--- src/sls_text_table.sv ---
// sls_text_table: per string length, first word length and working order
// no dependencies
module sls_text_table #(
  parameter int IW = 4,
  parameter int LW = 7
) (
  input  logic          clk,
  input  logic          info_we,
  input  logic          ord_we,
  input  logic [IW-1:0] wr_addr,
  input  logic [LW-1:0] wr_len,
  input  logic [LW-1:0] wr_fwl,
  input  logic [IW-1:0] wr_ord,
  input  logic [IW-1:0] ord_rd_addr,
  output logic [IW-1:0] ord_rd_data,
  input  logic [IW-1:0] tab_rd_addr,
  output logic [LW-1:0] len_rd,
  output logic [LW-1:0] fwl_rd
);

  logic [LW-1:0] len_q   [2**IW];
  logic [LW-1:0] fwl_q   [2**IW];
  logic [IW-1:0] order_q [2**IW];

  // writes from close and from the sort swaps
  always_ff @(posedge clk) begin
    if (info_we) begin
      len_q[wr_addr] <= wr_len;
      fwl_q[wr_addr] <= wr_fwl;
    end
    if (ord_we) begin
      order_q[wr_addr] <= wr_ord;
    end
  end

  // combinational reads, one address for the order and one for the lengths
  assign ord_rd_data = order_q[ord_rd_addr];
  assign len_rd      = len_q[tab_rd_addr];
  assign fwl_rd      = fwl_q[tab_rd_addr];

endmodule
--- config.mk ---
export PLATFORM = sky130hd
export DESIGN_NAME = sls_text_table
export DESIGN_NICKNAME = d
export VERILOG_FILES = /design/src/sls_text_table.sv
export SDC_FILE = /design/constraint.sdc
export NUM_CORES = 1
export LEC_CHECK = 0
export ABC_CLOCK_PERIOD_IN_PS = 3300
export BUFFER_PORTS_ARGS = -buffer_cell sky130_fd_sc_hd__buf_2
export CORE_ASPECT_RATIO = 1.4
export CORE_MARGIN = 2
export CORE_UTILIZATION = 40
export CTS_BUF_LIST = sky130_fd_sc_hd__clkbuf_2 sky130_fd_sc_hd__clkbuf_4 sky130_fd_sc_hd__clkbuf_8
export CTS_CLUSTER_SIZE = 12
export DETAILED_ROUTE_END_ITERATION = 6
export GPL_ROUTABILITY_DRIVEN = 0
export GPL_TIMING_DRIVEN = 1
export HOLD_SLACK_MARGIN = 0.15
export PLACE_DENSITY = 0.61
export SYNTH_ARGS = -nofsm -noshare
export SYNTH_HDL_FRONTEND = slang
export SYNTH_SLANG_ARGS = --single-unit
--- constraint.sdc ---
create_clock -name clk -period 3.3 [get_ports clk]
set_input_delay 0.33 -clock clk [delete_from_list [all_inputs] [get_ports clk]]
set_output_delay 0.33 -clock clk [all_outputs]
set_load 0.1 [all_outputs]
### Word-level counts from Yosys, hierarchy flattened

Memories as Yosys holds them, arrays and structs flattened.
Index checks and enable logic that the tools add are counted.

| storage, ports and cells | value |
|---|---|
| register bits | 0 |
| latch bits | 0 |
| memory bits (writable) | 288 |
| memory bits (read-only) | 0 |
| input port bits | 33 |
| logic and storage cells | 7 |
| memories kept | 3 |

| cells by class | value |
|---|---|
| $add $sub $neg | 0 |
| multipliers | 0 |
| divide/modulo/power cells | 0 |
| $lt $le $gt $ge | 0 |
| equality and inequality tests | 0 |
| shift operators | 0 |
| multiplexer cells | 4 |
| bitwise logic cells | 0 |
| reduce and logical (&&, ||, !) cells | 0 |

Memory list:

| memory | words | width | rd ports | clocked after memory_dff | write ports | RTL line | source |
|---|---|---|---|---|---|---|---|
| fwl_q | 16 | 7 | 1 | 0 | 1 | 22 | `logic [LW-1:0] fwl_q [2**IW];` |
| len_q | 16 | 7 | 1 | 0 | 1 | 21 | `logic [LW-1:0] len_q [2**IW];` |
| order_q | 16 | 4 | 1 | 0 | 1 | 23 | `logic [IW-1:0] order_q [2**IW];` |

Operator list:

| cell | number |
|---|---|
| $mux 1 | 4 |

### Longest topological paths before layout

| logic depth | value |
|---|---|
| depth after elaboration | 2 |
| mapped depth | 5 |
| depth with buffers taken out | 3 |

### Least setup slack after synthesis

OpenSTA, ideal clock, no wires.

| path | value |
|---|---|
| path type | input -> output |
| start | input ord_rd_addr[0] |
| end | output ord_rd_data[1] |
| arrival | 2.132 ns |
| data required time | 2.970 ns |
| path slack | 0.838 ns |
| stages on the path | 5 |
| buffers on the path | 2 |
| cells stage by stage | buf_2 > buf_6 > mux4_2 > a22oi_1 > nand3_1 |

| on the way | value |
|---|---|
| word-level cells in the longest chain between the ends | 1 |

Ends and longest elaborated chain:

| element | RTL line | source |
|---|---|---|
| start, declared | 14 | `input logic [IW-1:0] ord_rd_addr,` |
| $mem_v2 16x4 | - |  |
| end, declared | 15 | `output logic [IW-1:0] ord_rd_data,` |

No other way between the ends.

### Worst setup path in the final report

| path | value |
|---|---|
| start | input tab_rd_addr[0] |
| end | output fwl_rd[4] |

| on the way | value |
|---|---|
| word-level cells in the longest chain between the ends | 1 |

Ends and longest elaborated chain:

| element | RTL line | source |
|---|---|---|
| start, declared | 16 | `input logic [IW-1:0] tab_rd_addr,` |
| $mem_v2 16x7 | - |  |
| end, declared | 18 | `output logic [LW-1:0] fwl_rd` |

No other way between the ends.

==> summary.txt <==
outcome: completed
Setup crit start kind: primary input
total gr overflow: 0
max-slew violations: 0
kind of critical path: in -> out
DP Wirelength: 13.3 mm
Final period util: 0.740
DRC violations left: 0
Max VDD drop: 0.387 mV
measured slew at the worst slew-check pin: 0.574 ns
vias in the first global route: 5,832
first-pass GRT wire length: 35.0 mm
Mean Syn Cell Area: 22.3 µm²
post-synthesis mux area share: 0.148
Rel. slew slack: 0.617
ant diodes: 0
initial antenna violation count: 0
via count: 5,338
Num CTS Buffers: 43
shortest period the worst path allows: 2.44 ns
RSZ-0062 raised after global routing: no
Post-Synth Adder-Cell Area: 0
CP Max Fanout: 22
Final Hold Slack: 0.347 ns
Port Buffer Count: 50
DP Area: 11,800 µm²
top-level port count: 51
Core Area: 26,900 µm²
slowest cell on the critical path: mux4_2
P_int: 5.72 mW
endpoints failing hold: 0
Post-CTS Resized: 0
Routed WL: 22.9 mm
area of the die: 28,800 µm²
Starting Density: 0.408
fmax: 410 MHz
pre-CTS WS: 0.828 ns
CTS clk-pin slew, worst paths: 0.06 ns
drt pass-1 iters: 5
fillcell total: 2,225
cell area after layout: 12,800 µm²
P_sw: 1.72 mW
Inst Count DP: 908
CTS root buffer: clkbuf_8
CP required: 2.97 ns
simple-gate share of the synthesized area: 0.0314
H-tree levels: 2
Clk pwr share: 0.366
CTS Sinks: 288
GRT Util Overall: 0.168
largest net degree at the start of global routing: 57
hold_buf cts: 18
Critical Path End Type: output port
instance count of the mapped netlist: 493
Min-Delay Startpoint: ord_we
final setup margin: 0.859 ns
fin cells: 1,005
initial drt markers: 392
Flop pwr share: 0.553
max-cap violations: 0
setup_tns: 0 ns
crit path DAT: 2.11 ns
CTS tree: done
post-route ant nets: 0
Syn Std Cell Area: 11,000 µm²
layout cell share with drive strength beyond 1: 0.327
Pwr Density: 583 nW/µm²
Die W: 144 µm
post-synthesis sequential area ratio: 0.787
drt via density: 5.31
Final Setup Violations: 0
Post-Syn Nets: 526
std cell rows: 71
critical-path cell list: buf_4 -> buf_12 -> mux4_2 -> a22oi_1 -> nand2_1 -> buf_2
DR WL/cell: 22.8 µm
Compound-Gate Fraction of Synth Area: 0.0219
Switching Fraction: 0.231
combinational share of power: 0.080
clock buffer depth: 3
final core utilization: 0.474
number of synthesized register bits: 288
Worst Setup SP: tab_rd_addr[0]
post-synthesis cell type count: 17
Die Ht: 200 µm
Post-CTS Setup Bufs: 0
max incr delay on CP: 0.53 ns
XOR/XNOR Fraction of Synth Area: 0
largest family of logic cells by synthesized area: multiplexers
Syn-to-layout area delta: 16.2%
P_leak: 4.13 nW
Layout Nets: 639
synth warn: 0
overall power: 7.44 mW
HP Class: in -> reg
==> logic make-up after synthesis <==
| group | Yosys count |
|---|---|
| compound gates | 32 |
| buf+inv | 23 |
| flops | 288 |
| mux | 72 |
| simple gates | 78 |
==> sequential cells by signal, summed over array words and instances, names as in the netlist <==
signal and count:
fwl_q 112, order_q 64, len_q 112
==> critical path, delay by kind of cell <==
| family | cells | cell delay (ns) |
|---|---|---|
| AO/OA/AOI/OAI | 1 | 0.22 |
| buffers and inverters | 3 | 0.90 |
| multiplexers | 1 | 0.53 |
| AND/OR/NAND/NOR | 1 | 0.10 |
==> power by group through the flow <==
stage / clock network, mW / registers (mW) / logic [mW]
6_report: 2.73 / 4.12 / 0.597
5_1_grt: 2.95 / 4.12 / 0.635
4_1_cts: 2.80 / 4.12 / 0.606
3_5_place_dp: 0 / 4.19 / 0.587
3_3_place_gp: 0 / 4.19 / 0.577
2_1_floorplan: 0 / 4.19 / 0.414
==> routing by layer <==
layer | global-route usage | wire length (µm) | vias up
met5 | 0 | 0 | -
met4 | 0.0753 | 840 | 0
met3 | 0.0330 | 1300 | 57
met2 | 0.289 | 12000 | 190
met1 | 0.202 | 8840 | 2785
li1 | - | - | 2306
==> area by class of cell <==
cell class	count	area [µm²]	area share
clock buffers	60	732	0.0573
clock inverters	19	82.6	0.00647
multi-input cells	182	2210	0.173
flip-flops and latches	288	8650	0.677
well taps	365	457	0.0358
repair buffers	91	643	0.0504
==> worst paths after layout <==
path | depth (start not counted) | to | slack [ns]
max | 6 | fwl_rd[4] | 0.86
min | 3 | order_q[8][1] | 0.35
==> cell usage in the layout (no fill, tap or decap) <==
master	n
or2_1	1
nand2_1	21
and2_1	1
clkinv_1	15
mux4_2	72
inv_8	1
clkbuf_8	45
nor2_1	34
edfxtp_1	288
nor2b_1	5
dlygate4sd3_1	18
nand3_1	10
clkbuf_4	15
nand2b_1	2
buf_12	3
buf_2	49
buf_4	21
clkinv_2	3
a22oi_1	32
nand3b_1	2
or3b_1	2
==> synth_stat cells <==
library cell | instances | area (µm²)
a22oi_1 | 32 | 240
and2_1 | 1 | 6.26
buf_1 | 1 | 3.75
buf_2 | 7 | 35.0
buf_4 | 1 | 7.51
buf_6 | 5 | 56.3
clkbuf_1 | 9 | 33.8
edfxtp_1 | 288 | 8650
mux4_2 | 72 | 1620
nand2_1 | 21 | 78.8
nand2b_1 | 2 | 12.5
nand3_1 | 10 | 50.1
nand3b_1 | 2 | 15.0
nor2_1 | 34 | 128
nor2b_1 | 5 | 31.3
or2_1 | 1 | 6.26
or3b_1 | 2 | 17.5
No activity file was read; power rests on OpenSTA's default activity.
